$ cat config.mk
export PLATFORM = sky130hd
export DESIGN_NAME = monitor_id_allocator
export DESIGN_NICKNAME = d
export VERILOG_FILES = /design/src/rtl/mia_pkg.sv /design/src/rtl/mia_ram.sv /design/src/rtl/mia_ctrl.sv /design/src/rtl/mia_dpath.sv /design/src/rtl/monitor_id_allocator.sv
export VERILOG_INCLUDE_DIRS = /design/src /design/src/rtl
export SDC_FILE = /design/constraint.sdc
export NUM_CORES = 2
export LEC_CHECK = 0
export BUFFER_PORTS_ARGS = -buffer_cell sky130_fd_sc_hd__buf_2
export CORE_UTILIZATION = 45
export CTS_BUF_LIST = sky130_fd_sc_hd__clkbuf_4 sky130_fd_sc_hd__clkbuf_8
export DETAILED_ROUTE_END_ITERATION = 12
export GPL_ROUTABILITY_DRIVEN = 0
export PLACE_DENSITY = 0.7
export REMOVE_ABC_BUFFERS = 1
export SYNTH_ARGS = -nofsm -noshare
export SYNTH_HDL_FRONTEND = slang
export SYNTH_SLANG_ARGS = --single-unit
$ cat constraint.sdc
create_clock -name clock -period 6.6 [get_ports clock]
set_input_delay 0 -clock clock [delete_from_list [all_inputs] [get_ports clock]]
set_output_delay 0 -clock clock [all_outputs]
set_load 0.005 [all_outputs]
$ cat src/rtl/monitor_id_allocator_assert.svh
// assertion macros for the monitor id allocator
// used by the top level only, empty when SYNTHESIS is defined
`ifndef MONITOR_ID_ALLOCATOR_ASSERT_SVH
`define MONITOR_ID_ALLOCATOR_ASSERT_SVH
`ifndef SYNTHESIS
// property that must hold at every clock edge out of reset
`define MIA_ASSERT(label, prop) \
   label: assert property (@(posedge clock) disable iff (reset) prop) \
      else $error("monitor_id_allocator assertion failed");
// cause in one cycle implies effect in the next
`define MIA_ASSERT_NEXT(label, cause, effect) \
   label: assert property (@(posedge clock) disable iff (reset) (cause) |=> (effect)) \
      else $error("monitor_id_allocator assertion failed");
`else
`define MIA_ASSERT(label, prop)
`define MIA_ASSERT_NEXT(label, cause, effect)
`endif
`endif

$ cat src/rtl/mia_pkg.sv
// shared types and constants of the monitor id allocator
// no dependencies; imported by mia_ctrl, mia_dpath and the top level
`default_nettype none
package mia_pkg;
   localparam int KIND_W     = 2;
   localparam int ID_NUM_W   = 6;
   localparam int TOTAL_W    = 7;
   localparam int MON_W      = 5;
   localparam int MEM_W      = 2;
   localparam int CSR_IDX_W  = 2;
   localparam int CSR_DATA_W = 6;

   localparam int NUM_RESOURCES_DEF = 2;
   localparam int MAX_IDS_DEF       = 64;
   localparam int MAX_MONITORS_DEF  = 32;

   typedef enum logic [KIND_W-1:0] {
      KIND_INIT, KIND_ASSOC, KIND_DEASSOC, KIND_QUERY
   } kind_type;

   typedef enum logic [MEM_W-1:0] {
      MEM_NONE, MEM_DONE, MEM_WAIT
   } member_type;

   typedef enum logic [CSR_IDX_W-1:0] {
      CSR_STRIDE, CSR_ENABLE, CSR_MON_RES0, CSR_MON_RES1
   } csr_index_type;

   typedef struct packed {
      logic [KIND_W-1:0]   kind;
      logic [ID_NUM_W-1:0] id_number;
      logic                resource_index;
      logic [TOTAL_W-1:0]  id_total;
   } req_type;

   typedef struct packed {
      logic             status;
      logic [MON_W-1:0] monitor;
   } rsp_type;

   typedef enum logic [3:0] {
      ST_IDLE, ST_CHECK, ST_LOOKUP, ST_TAKE, ST_ASSOC_END,
      ST_WALK_RD, ST_WALK_ID, ST_WALK_ROW, ST_FREE, ST_RESP
   } state_type;

   typedef struct packed {
      logic latch_req;
      logic do_init;
      logic rd_row_req;
      logic load_lookup;
      logic take_step;
      logic assoc_finish;
      logic rd_wait;
      logic rd_wait_row;
      logic skip_waiter;
      logic serve_waiter;
      logic deassoc_finish;
      logic set_error;
      logic load_rsp;
   } cmd_type;

   typedef struct packed {
      kind_type kind;
      logic     id_ok;
      logic     member_none;
      logic     take_last;
      logic     walk_done;
      logic     waiter_is_self;
      logic     rsp_free;
   } stat_type;
endpackage
`default_nettype wire

$ cat src/rtl/mia_ram.sv
// generic one-write one-read ram with registered read data
// no dependencies
`default_nettype none
module mia_ram #(
   parameter int WIDTH = 8,
   parameter int DEPTH = 64
) (
   input  wire logic                     clock,
   input  wire logic                     wr_en,
   input  wire logic [$clog2(DEPTH)-1:0] wr_addr,
   input  wire logic [WIDTH-1:0]         wr_data,
   input  wire logic [$clog2(DEPTH)-1:0] rd_addr,
   output logic      [WIDTH-1:0]         rd_data
);
   logic [WIDTH-1:0] mem_ff [DEPTH];

   // write port and registered read port
   always_ff @(posedge clock) begin
      if (wr_en) begin
         mem_ff[wr_addr] <= wr_data;
      end
      rd_data <= mem_ff[rd_addr];
   end
endmodule
`default_nettype wire

$ cat src/rtl/mia_ctrl.sv
// sequencer of the monitor id allocator
// depends on mia_pkg; drives the datapath through cmd_type
`default_nettype none
module mia_ctrl (
   input  wire logic              clock,
   input  wire logic              reset,
   input  wire logic              req_valid,
   output logic                   req_ready,
   input  wire mia_pkg::stat_type stat,
   output mia_pkg::cmd_type       cmd
);
   import mia_pkg::*;

   state_type state_ff, state_in;

   // state register
   always_ff @(posedge clock) begin
      if (reset) begin
         state_ff <= ST_IDLE;
      end else begin
         state_ff <= state_in;
      end
   end

   // next state and commands
   always_comb begin
      state_in  = state_ff;
      cmd       = '0;
      req_ready = 1'b0;
      case (state_ff)
         ST_IDLE: begin
            req_ready = 1'b1;
            if (req_valid) begin
               cmd.latch_req = 1'b1;
               state_in      = ST_CHECK;
            end
         end
         ST_CHECK: begin
            if (stat.kind == KIND_INIT) begin
               cmd.do_init = 1'b1;
               state_in    = ST_RESP;
            end else if (!stat.id_ok) begin
               cmd.set_error = 1'b1;
               state_in      = ST_RESP;
            end else begin
               cmd.rd_row_req = 1'b1;
               state_in       = ST_LOOKUP;
            end
         end
         ST_LOOKUP: begin
            cmd.load_lookup = 1'b1;
            if (stat.kind == KIND_QUERY) begin
               state_in = ST_RESP;
            end else if (stat.kind == KIND_ASSOC) begin
               if (stat.member_none) begin
                  state_in = ST_TAKE;
               end else begin
                  cmd.set_error = 1'b1;
                  state_in      = ST_RESP;
               end
            end else begin
               if (stat.member_none) begin
                  cmd.set_error = 1'b1;
                  state_in      = ST_RESP;
               end else begin
                  state_in = ST_WALK_RD;
               end
            end
         end
         ST_TAKE: begin
            cmd.take_step = 1'b1;
            if (stat.take_last) begin
               state_in = ST_ASSOC_END;
            end
         end
         ST_ASSOC_END: begin
            cmd.assoc_finish = 1'b1;
            state_in         = ST_RESP;
         end
         ST_WALK_RD: begin
            if (stat.walk_done) begin
               state_in = ST_FREE;
            end else begin
               cmd.rd_wait = 1'b1;
               state_in    = ST_WALK_ID;
            end
         end
         ST_WALK_ID: begin
            if (stat.waiter_is_self) begin
               cmd.skip_waiter = 1'b1;
               state_in        = ST_WALK_RD;
            end else begin
               cmd.rd_wait_row = 1'b1;
               state_in        = ST_WALK_ROW;
            end
         end
         ST_WALK_ROW: begin
            cmd.serve_waiter = 1'b1;
            state_in         = ST_WALK_RD;
         end
         ST_FREE: begin
            cmd.deassoc_finish = 1'b1;
            state_in           = ST_RESP;
         end
         ST_RESP: begin
            if (stat.rsp_free) begin
               cmd.load_rsp = 1'b1;
               state_in     = ST_IDLE;
            end
         end
         default: begin
            state_in = ST_IDLE;
         end
      endcase
   end
endmodule
`default_nettype wire

$ cat src/rtl/mia_dpath.sv
// datapath of the monitor id allocator: config, free maps, id rows, wait list
// depends on mia_pkg and mia_ram; commanded by mia_ctrl
`default_nettype none
module mia_dpath #(
   parameter int NUM_RES = mia_pkg::NUM_RESOURCES_DEF,
   parameter int MAX_IDS = mia_pkg::MAX_IDS_DEF,
   parameter int MAX_MON = mia_pkg::MAX_MONITORS_DEF
) (
   input  wire logic                             clock,
   input  wire logic                             reset,
   input  wire mia_pkg::req_type                 req_data,
   output mia_pkg::rsp_type                      rsp_data,
   output logic                                  rsp_valid,
   input  wire logic                             rsp_ready,
   input  wire logic                             csr_valid,
   input  wire logic [mia_pkg::CSR_IDX_W-1:0]    csr_index,
   input  wire logic [mia_pkg::CSR_DATA_W-1:0]   csr_data,
   input  wire mia_pkg::cmd_type                 cmd,
   output mia_pkg::stat_type                     stat
);
   import mia_pkg::*;

   localparam int ID_W  = $clog2(MAX_IDS);
   localparam int CNT_W = $clog2(MAX_IDS + 1);
   localparam int RES_W = (NUM_RES > 1) ? $clog2(NUM_RES) : 1;
   localparam int ROW_W = MEM_W + NUM_RES * MON_W;
   localparam int EXT_W = CNT_W + TOTAL_W;

   // mask of the monitor group starting at mon, two monitors wide when two is set
   function automatic logic [MAX_MON-1:0] group_bits(input logic [MON_W-1:0] mon,
                                                     input logic two);
      logic [MAX_MON-1:0] g;
      g = '0;
      for (int b = 0; b < MAX_MON; b++) begin
         g[b] = (b == int'(mon)) || (two && (b == int'(mon) + 1));
      end
      return g;
   endfunction

   function automatic logic res_en(input int r, input logic [1:0] mask);
      return (r == 0 && mask[0]) || (r == 1 && mask[1]);
   endfunction

   // registers
   req_type              req_ff, req_in;
   logic [1:0]           stride_ff, stride_in;
   logic [1:0]           enable_ff, enable_in;
   logic [5:0]           mon0_ff, mon0_in;
   logic [5:0]           mon1_ff, mon1_in;
   logic [MAX_MON-1:0]   map_ff [NUM_RES];
   logic [MAX_MON-1:0]   map_in [NUM_RES];
   logic [MAX_IDS-1:0]   valid_ff, valid_in;
   logic [CNT_W-1:0]     limit_ff, limit_in;
   logic [CNT_W-1:0]     wlen_ff, wlen_in;
   logic [CNT_W-1:0]     walk_ff, walk_in;
   logic [CNT_W-1:0]     kept_ff, kept_in;
   logic [RES_W-1:0]     rcnt_ff, rcnt_in;
   logic [ROW_W-1:0]     cur_ff, cur_in;
   logic                 short_ff, short_in;
   logic [ID_W-1:0]      waiter_ff, waiter_in;
   logic [ID_W-1:0]      raddr_ff;
   logic                 st_ff, st_in;
   logic [MON_W-1:0]     mon_ff, mon_in;
   rsp_type              rsp_ff, rsp_in;
   logic                 rvalid_ff, rvalid_in;

   // ram ports
   logic                 row_we;
   logic [ID_W-1:0]      row_wa, row_ra;
   logic [ROW_W-1:0]     row_wd, row_rq, row_rd;
   logic                 wait_we;
   logic [ID_W-1:0]      wait_wa, wait_ra, wait_wd, wait_rq;

   // scratch
   logic [EXT_W-1:0]     id_ext, lim_ext, tot_ext;
   logic [ID_W-1:0]      req_idx;
   logic                 two;
   logic [MAX_MON-1:0]   map_sel;
   logic                 found;
   logic [MON_W-1:0]     low;
   logic [ROW_W-1:0]     w_row, e_row;
   logic                 w_short;
   logic [MON_W-1:0]     wm, q_mon;
   logic [6:0]           cnt;
   logic [1:0]           base;

   mia_ram #(.WIDTH(ROW_W), .DEPTH(MAX_IDS)) u_row_ram (
      .clock(clock), .wr_en(row_we), .wr_addr(row_wa), .wr_data(row_wd),
      .rd_addr(row_ra), .rd_data(row_rq)
   );

   mia_ram #(.WIDTH(ID_W), .DEPTH(MAX_IDS)) u_wait_ram (
      .clock(clock), .wr_en(wait_we), .wr_addr(wait_wa), .wr_data(wait_wd),
      .rd_addr(wait_ra), .rd_data(wait_rq)
   );

   assign id_ext  = EXT_W'(req_ff.id_number);
   assign lim_ext = EXT_W'(limit_ff);
   assign tot_ext = EXT_W'(req_ff.id_total);
   assign req_idx = id_ext[ID_W-1:0];
   assign two     = stride_ff[1];
   // rows never written since init read as all none
   assign row_rd  = valid_ff[raddr_ff] ? row_rq : '0;

   // status to the sequencer
   always_comb begin
      stat.kind           = kind_type'(req_ff.kind);
      stat.id_ok          = id_ext < lim_ext;
      stat.member_none    = row_rd[MEM_W-1:0] == MEM_NONE;
      stat.take_last      = int'(rcnt_ff) == NUM_RES - 1;
      stat.walk_done      = walk_ff >= wlen_ff;
      stat.waiter_is_self = wait_rq == req_idx;
      stat.rsp_free       = !rvalid_ff || rsp_ready;
   end

   assign rsp_data  = rsp_ff;
   assign rsp_valid = rvalid_ff;

   // next values of all datapath registers
   always_comb begin
      req_in    = req_ff;
      stride_in = stride_ff;
      enable_in = enable_ff;
      mon0_in   = mon0_ff;
      mon1_in   = mon1_ff;
      map_in    = map_ff;
      valid_in  = valid_ff;
      limit_in  = limit_ff;
      wlen_in   = wlen_ff;
      walk_in   = walk_ff;
      kept_in   = kept_ff;
      rcnt_in   = rcnt_ff;
      cur_in    = cur_ff;
      short_in  = short_ff;
      waiter_in = waiter_ff;
      st_in     = st_ff;
      mon_in    = mon_ff;
      rsp_in    = rsp_ff;
      rvalid_in = rvalid_ff;
      row_we    = 1'b0;
      row_wa    = req_idx;
      row_wd    = cur_ff;
      row_ra    = cmd.rd_wait_row ? wait_rq : req_idx;
      wait_we   = 1'b0;
      wait_wa   = kept_ff[ID_W-1:0];
      wait_wd   = waiter_ff;
      wait_ra   = walk_ff[ID_W-1:0];
      map_sel   = map_ff[rcnt_ff];
      found     = 1'b0;
      low       = '0;
      w_row     = row_rd;
      e_row     = cur_ff;
      w_short   = 1'b0;
      wm        = '0;
      q_mon     = '0;
      cnt       = '0;
      base      = '0;

      // configuration writes
      if (csr_valid) begin
         case (csr_index_type'(csr_index))
            CSR_STRIDE:   stride_in = csr_data[1:0];
            CSR_ENABLE:   enable_in = csr_data[1:0];
            CSR_MON_RES0: mon0_in   = csr_data;
            CSR_MON_RES1: mon1_in   = csr_data;
            default:      stride_in = stride_ff;
         endcase
      end

      // lowest free monitor of the current resource
      for (int b = MAX_MON - 1; b >= 0; b--) begin
         if (map_sel[b]) begin
            found = 1'b1;
            low   = MON_W'(b);
         end
      end

      if (cmd.latch_req) begin
         req_in = req_data;
         st_in  = 1'b0;
         mon_in = '0;
      end

      // init: clear rows and wait list; unless the total is zero, rebuild free maps
      if (cmd.do_init) begin
         valid_in = '0;
         wlen_in  = '0;
         limit_in = (tot_ext > EXT_W'(MAX_IDS)) ? CNT_W'(MAX_IDS) : CNT_W'(tot_ext);
         if (tot_ext == '0) begin
            st_in = 1'b1;
         end else begin
            row_we = 1'b1;
            row_wa = '0;
            row_wd = ROW_W'(MEM_DONE);
            base   = two ? 2'd2 : 2'd1;
            for (int r = 0; r < NUM_RES; r++) begin
               cnt = (r == 0) ? 7'(mon0_ff) : (r == 1) ? 7'(mon1_ff) : 7'd0;
               if (int'(cnt) > MAX_MON) begin
                  cnt = 7'(MAX_MON);
               end
               if (two) begin
                  cnt[0] = 1'b0;
               end
               for (int b = 0; b < MAX_MON; b++) begin
                  map_in[r][b] = (b < int'(cnt)) && (b >= int'(base));
               end
            end
         end
      end

      // capture the addressed row; answer a query
      if (cmd.load_lookup) begin
         cur_in   = row_rd;
         rcnt_in  = '0;
         walk_in  = '0;
         kept_in  = '0;
         short_in = 1'b0;
         for (int r = 0; r < NUM_RES; r++) begin
            if (r == int'(req_ff.resource_index)) begin
               q_mon = row_rd[MEM_W + r*MON_W +: MON_W];
            end
         end
         if (kind_type'(req_ff.kind) == KIND_QUERY) begin
            if (row_rd[MEM_W-1:0] == MEM_NONE || int'(req_ff.resource_index) >= NUM_RES) begin
               st_in = 1'b1;
            end else begin
               mon_in = q_mon;
            end
         end
      end

      // associate: one resource a cycle
      if (cmd.take_step) begin
         rcnt_in = rcnt_ff + RES_W'(1);
         if (res_en(int'(rcnt_ff), enable_ff)) begin
            if (found) begin
               map_in[rcnt_ff] = map_sel & ~group_bits(low, two);
            end
            cur_in[MEM_W + int'(rcnt_ff)*MON_W +: MON_W] = found ? low : '0;
            if (!found || low == '0) begin
               short_in = 1'b1;
            end
         end
      end

      if (cmd.assoc_finish) begin
         row_we = 1'b1;
         if (short_ff && int'(wlen_ff) < MAX_IDS) begin
            wait_we              = 1'b1;
            wait_wa              = wlen_ff[ID_W-1:0];
            wait_wd              = req_idx;
            wlen_in              = wlen_ff + CNT_W'(1);
            row_wd[MEM_W-1:0]    = MEM_WAIT;
         end else begin
            row_wd[MEM_W-1:0]    = MEM_DONE;
         end
      end

      // deassociate walk over the wait list
      if (cmd.rd_wait_row) begin
         waiter_in = wait_rq;
      end
      if (cmd.skip_waiter) begin
         walk_in = walk_ff + CNT_W'(1);
      end
      if (cmd.serve_waiter) begin
         for (int r = 0; r < NUM_RES; r++) begin
            if (res_en(r, enable_ff)) begin
               wm = w_row[MEM_W + r*MON_W +: MON_W];
               if (wm == '0) begin
                  wm = e_row[MEM_W + r*MON_W +: MON_W];
                  e_row[MEM_W + r*MON_W +: MON_W] = '0;
               end
               w_row[MEM_W + r*MON_W +: MON_W] = wm;
               if (wm == '0) begin
                  w_short = 1'b1;
               end
            end
         end
         if (!w_short) begin
            w_row[MEM_W-1:0] = MEM_DONE;
         end
         row_we  = 1'b1;
         row_wa  = waiter_ff;
         row_wd  = w_row;
         cur_in  = e_row;
         walk_in = walk_ff + CNT_W'(1);
         if (w_short) begin
            wait_we = 1'b1;
            kept_in = kept_ff + CNT_W'(1);
         end
      end

      // free what the leaving id still holds
      if (cmd.deassoc_finish) begin
         for (int r = 0; r < NUM_RES; r++) begin
            if (res_en(r, enable_ff) && cur_ff[MEM_W + r*MON_W +: MON_W] != '0) begin
               map_in[r] = map_ff[r] | group_bits(cur_ff[MEM_W + r*MON_W +: MON_W], two);
            end
         end
         row_we            = 1'b1;
         row_wd[MEM_W-1:0] = MEM_NONE;
         wlen_in           = kept_ff;
      end

      if (cmd.set_error) begin
         st_in = 1'b1;
      end

      if (row_we) begin
         valid_in[row_wa] = 1'b1;
      end

      // result register
      if (rvalid_ff && rsp_ready) begin
         rvalid_in = 1'b0;
      end
      if (cmd.load_rsp) begin
         rsp_in.status  = st_ff;
         rsp_in.monitor = mon_ff;
         rvalid_in      = 1'b1;
      end
   end

   // control and table state
   always_ff @(posedge clock) begin
      if (reset) begin
         stride_ff <= 2'd1;
         enable_ff <= '0;
         mon0_ff   <= '0;
         mon1_ff   <= '0;
         for (int r = 0; r < NUM_RES; r++) begin
            map_ff[r] <= '0;
         end
         valid_ff  <= '0;
         limit_ff  <= '0;
         wlen_ff   <= '0;
         rvalid_ff <= 1'b0;
      end else begin
         stride_ff <= stride_in;
         enable_ff <= enable_in;
         mon0_ff   <= mon0_in;
         mon1_ff   <= mon1_in;
         map_ff    <= map_in;
         valid_ff  <= valid_in;
         limit_ff  <= limit_in;
         wlen_ff   <= wlen_in;
         rvalid_ff <= rvalid_in;
      end
   end

   // working registers
   always_ff @(posedge clock) begin
      req_ff    <= req_in;
      walk_ff   <= walk_in;
      kept_ff   <= kept_in;
      rcnt_ff   <= rcnt_in;
      cur_ff    <= cur_in;
      short_ff  <= short_in;
      waiter_ff <= waiter_in;
      raddr_ff  <= row_ra;
      st_ff     <= st_in;
      mon_ff    <= mon_in;
      rsp_ff    <= rsp_in;
   end
endmodule
`default_nettype wire

$ cat src/rtl/monitor_id_allocator.sv
// top level of the monitor id allocator: sequencer plus datapath
// depends on mia_pkg, mia_ctrl, mia_dpath and monitor_id_allocator_assert.svh
//
// One request beat on req_* (init, associate, deassociate, query) gives one
// response beat on rsp_* with a status bit and a monitor number. Requests are
// handled one at a time; req_ready is high only while the sequencer is idle.
// Init and a rejected id pass from the check state to the response state; a query
// adds the row lookup, associate the take steps over the resources and the row
// write, deassociate a walk over the wait list through the id row ram.
// The response sits in an output register; the next request is taken while
// it waits, and only the following response stalls until rsp_ready.
// csr_* writes the stride, enable mask and per-resource monitor counts; it is
// always ready and is meant to be written only while the block is idle.
// Reset (synchronous) empties all tables, sets the stride to one and leaves
// the free maps empty until an init request.
`default_nettype none
`include "monitor_id_allocator_assert.svh"
module monitor_id_allocator #(
   parameter int NUM_RESOURCES = mia_pkg::NUM_RESOURCES_DEF,
   parameter int MAX_IDS       = mia_pkg::MAX_IDS_DEF,
   parameter int MAX_MONITORS  = mia_pkg::MAX_MONITORS_DEF
) (
   input  wire logic                           clock,
   input  wire logic                           reset,
   input  wire logic                           req_valid,
   output logic                                req_ready,
   input  wire mia_pkg::req_type               req_data,
   output logic                                rsp_valid,
   input  wire logic                           rsp_ready,
   output mia_pkg::rsp_type                    rsp_data,
   input  wire logic                           csr_valid,
   output logic                                csr_ready,
   input  wire logic [mia_pkg::CSR_IDX_W-1:0]  csr_index,
   input  wire logic [mia_pkg::CSR_DATA_W-1:0] csr_data
);
   import mia_pkg::*;

   cmd_type  cmd;
   stat_type stat;

   assign csr_ready = 1'b1;

   mia_ctrl u_ctrl (
      .clock(clock), .reset(reset), .req_valid(req_valid), .req_ready(req_ready),
      .stat(stat), .cmd(cmd)
   );

   mia_dpath #(
      .NUM_RES(NUM_RESOURCES), .MAX_IDS(MAX_IDS), .MAX_MON(MAX_MONITORS)
   ) u_dpath (
      .clock(clock), .reset(reset), .req_data(req_data), .rsp_data(rsp_data),
      .rsp_valid(rsp_valid), .rsp_ready(rsp_ready), .csr_valid(csr_valid & csr_ready),
      .csr_index(csr_index), .csr_data(csr_data), .cmd(cmd), .stat(stat)
   );

   // table writers never overlap, results never overwrite, one item at a time
   `MIA_ASSERT(a_one_writer, $onehot0({cmd.do_init, cmd.assoc_finish, cmd.serve_waiter, cmd.deassoc_finish}))
   `MIA_ASSERT(a_no_overwrite, cmd.load_rsp |-> (!rsp_valid || rsp_ready))
   `MIA_ASSERT_NEXT(a_one_item, req_valid && req_ready, !req_ready)
endmodule
`default_nettype wire

==> results.txt <==
residual DRC count: 0
final worst slack: 1.58 ns
top cells by count, synth: edfxtp_1, nand2_1, nand3_1, nor2_1, clkbuf_1
CTS Buf Count: 213
Critical-path top delay cell: nor4bb_4
pre-CTS WS: 1.61 ns
top-count cell post-synth: edfxtp_1
TNS Setup: 0 ns
Total Routing Usage GR: 24.0%
FF-to-FF Start: u_ctrl.state_ff[2]$_SDFFE_PP0P_
status: finished clean
initial antenna violation count: 1
Worst-Skew Late Latency: 0.95 ns
Max Transition Viols Final: 0
DRT iter0 DRCs: 6293
hold buffer count at cts: 63
Initial DRT Pass Iterations: 9
CP Max Fanout: 128
top_reg_cell synth: edfxtp_1
Slew @ Worst Pin: 1.42 ns
cell area after synthesis: 60400 sq um
pin count of the biggest net entering global routing: 157
endpoints failing setup: 0
Final Hold Vio Count: 0
Tmin final: 5.02 ns
critical path, cell by cell: nor4bb_4 -> mux2i_4 -> inv_8 -> buf_4 -> nand2_1 -> and3_1 -> a311oi_1 -> a311oi_1 -> a31oi_1 -> a21oi_1 -> a21oi_1
Crit. End Element: register
cts repair resizes: 0
Synth top area share: 59.6%
nets: 4955
kind of critical path: reg2reg
Post-synth EDFFs: 1200
Avg Cell Area, Syn: 12.5 sq um
flops & latches, synth: 1400
CP Data Arrival Time: 5.86 ns
Boundary Pins: 38
period utilization: 76.0%
cell taking the most area after synthesis: edfxtp_1
startpoint type of the worst setup path: register
Hold Slack: 0.159 ns
Core Box Area: 133000 sq um
unrepaired setup endpoints after global routing: false
number of max-cap violations: 0
Vias: 41.8k
Leak: 0.0227 uW
number of global-route vias before repair: 40.0k
clock sink count: 1400
FMAX: 199 MHz
Async S/R FF share, synth: 0%
fraction of layout cells with a size suffix above 1: 14.5%
GR Overflow Total: 0
Setup Fix Bufs, Post-CTS: 0
DP HPWL: 97900 microns
Antenna Nets Post-Route: 0
Max VDD drop: 0.269 mV
power per cell area: 347 nW/um^2
Clock Tree Buf Depth: 3
clk root buf: clkbuf_8
synthesis-to-finish area growth: 11.8%
worst setup path start: u_ctrl.state_ff[2]$_SDFFE_PP0P_
clk_skew: 0.0513 ns
port buffer count: 36
worst endpoint required time: 7.44 ns
Pwr Total: 23400 uW
Hold WC Path Type: in2reg
register area share after synthesis: 66.3%
final wirelength: 165000 microns
wire per inst: 24.1 microns
htree depth: 4
Die H: 368 microns
Unique masters post-synth: 84
Clock transition at path regs: 0.06 ns
standard-cell rows: 134
YS warnings: 0
CTS tree: yes
Starting Density: 45.3%
Mapped Cells: 4834
total die area: 136000 sq um
Fillers: 11.2k
Slew headroom: 4.31%
first-pass GRT wire length: 249000 microns
CP max stage delay: 0.91 ns
min-delay src: csr_valid
die width: 368 microns
dominant cells by area after synthesis: edfxtp_1, dfxtp_1, nand2_1, mux4_2, nand3_1
vias per cell: 6.10
-- through the flow --
stage	cells	util, %	cell area (sq um)
final	6848	50.7	67600
after CTS	6847	50.7	67600
after global routing	6848	50.7	67600
after floorplan	4484	-	59000
after global placement	6393	46.9	62500
after detailed placement	6393	46.9	62500
-- power by group --
group	switching [uW]	internal (uW)
clock network	3440	3920
registers	515	10500
logic	3620	1410
-- layer usage --
layer	part of all wire, %	vias to the layer above	track usage, %	wire, microns
li1	-	18400	-	-
met1	40	20500	33.9	66100
met2	46	2495	36.0	75500
met3	11	352	5.71	18300
met4	3.3	0	9.10	5440
met5	0	-	0	0
-- worst max-delay path: cells and delay by family (launching register included) --
kind                   cells  cell delay [ns]
AO/OA/AOI/OAI              5             1.20
buffers and inverters      2             1.43
flip-flops                 1             0.57
multiplexers               1             0.39
AND/OR/NAND/NOR            3             1.25
-- cells by family after synthesis --
group / share of synthesized area (%)
XOR/XNOR: 0.246
other: 0.00621
multiplexers: 6.36
flip-flops: 66.3
adder cells (fa/ha/maj): 0.476
AO/OA/AOI/OAI: 8.79
buffers and inverters: 2.68
AND/OR/NAND/NOR: 15.2
-- flip-flops by register name, indices dropped and copies added, names as in the netlist, 2 cells and up, named ones only --
signal / count
u_dpath.rsp_data: 6
u_dpath.mon_ff: 5
u_ctrl.state_ff: 4
u_dpath.req_ff: 8
u_dpath.mon0_ff: 6
u_dpath.raddr_ff: 6
u_dpath.waiter_ff: 6
u_dpath.req_idx: 6
u_dpath.kept_ff: 7
u_dpath.enable_ff: 2
u_dpath.u_wait_ram.rd_data: 6
u_dpath.u_row_ram.rd_data: 12
u_dpath.u_wait_ram.mem_ff: 384
u_dpath.limit_ff: 7
u_dpath.u_row_ram.mem_ff: 768
u_dpath.wlen_ff: 7
u_dpath.stat: 2
u_dpath.mon1_ff: 6
u_dpath.walk_ff: 7
u_dpath.cur_ff: 10
u_dpath.valid_ff: 64
u_dpath.map_ff: 64
-- layout make-up --
cell class                 count  area (sq um)  area share, %
timing repair buffer         204          1710           2.52
antenna                        1          2.50        0.00370
clock buffer                 286          3590           5.32
clock inverter               105           801           1.19
sequential                  1400         40000           59.3
inverter                      51           204          0.302
tap                         1768          2210           3.27
multi-input combinational   3033         19000           28.1
-- cell usage in the layout, fill, tap and decap left out, types with 52 or more instances in the layout --
master,count
mux2i_1,52
a311oi_1,160
clkbuf_4,55
nor2_1,297
nand3_1,415
edfxtp_1,1200
a22oi_1,65
mux4_2,139
nand2_1,910
dlygate4sd3_1,63
a21oi_1,133
nor3_1,80
clkbuf_8,231
dfxtp_1,200
o21ai_0,92
nor2b_1,61
and3_1,67
buf_4,97
-- path summary, 6_finish.rpt --
check	endpoint	slack (ns)	cells past startpoint
worst max-delay path	u_dpath.u_row_ram.rd_data[8]$_DFF_P_	1.58	11
worst min-delay path	u_dpath.stride_ff[1]$_SDFFE_PP0P_	0.16	5
worst max register to register	u_dpath.u_row_ram.rd_data[8]$_DFF_P_	1.58	11
worst min register to register	u_dpath.limit_ff[6]$_SDFFE_PP0P_	0.48	2
(Power assumes the default switching activity.)
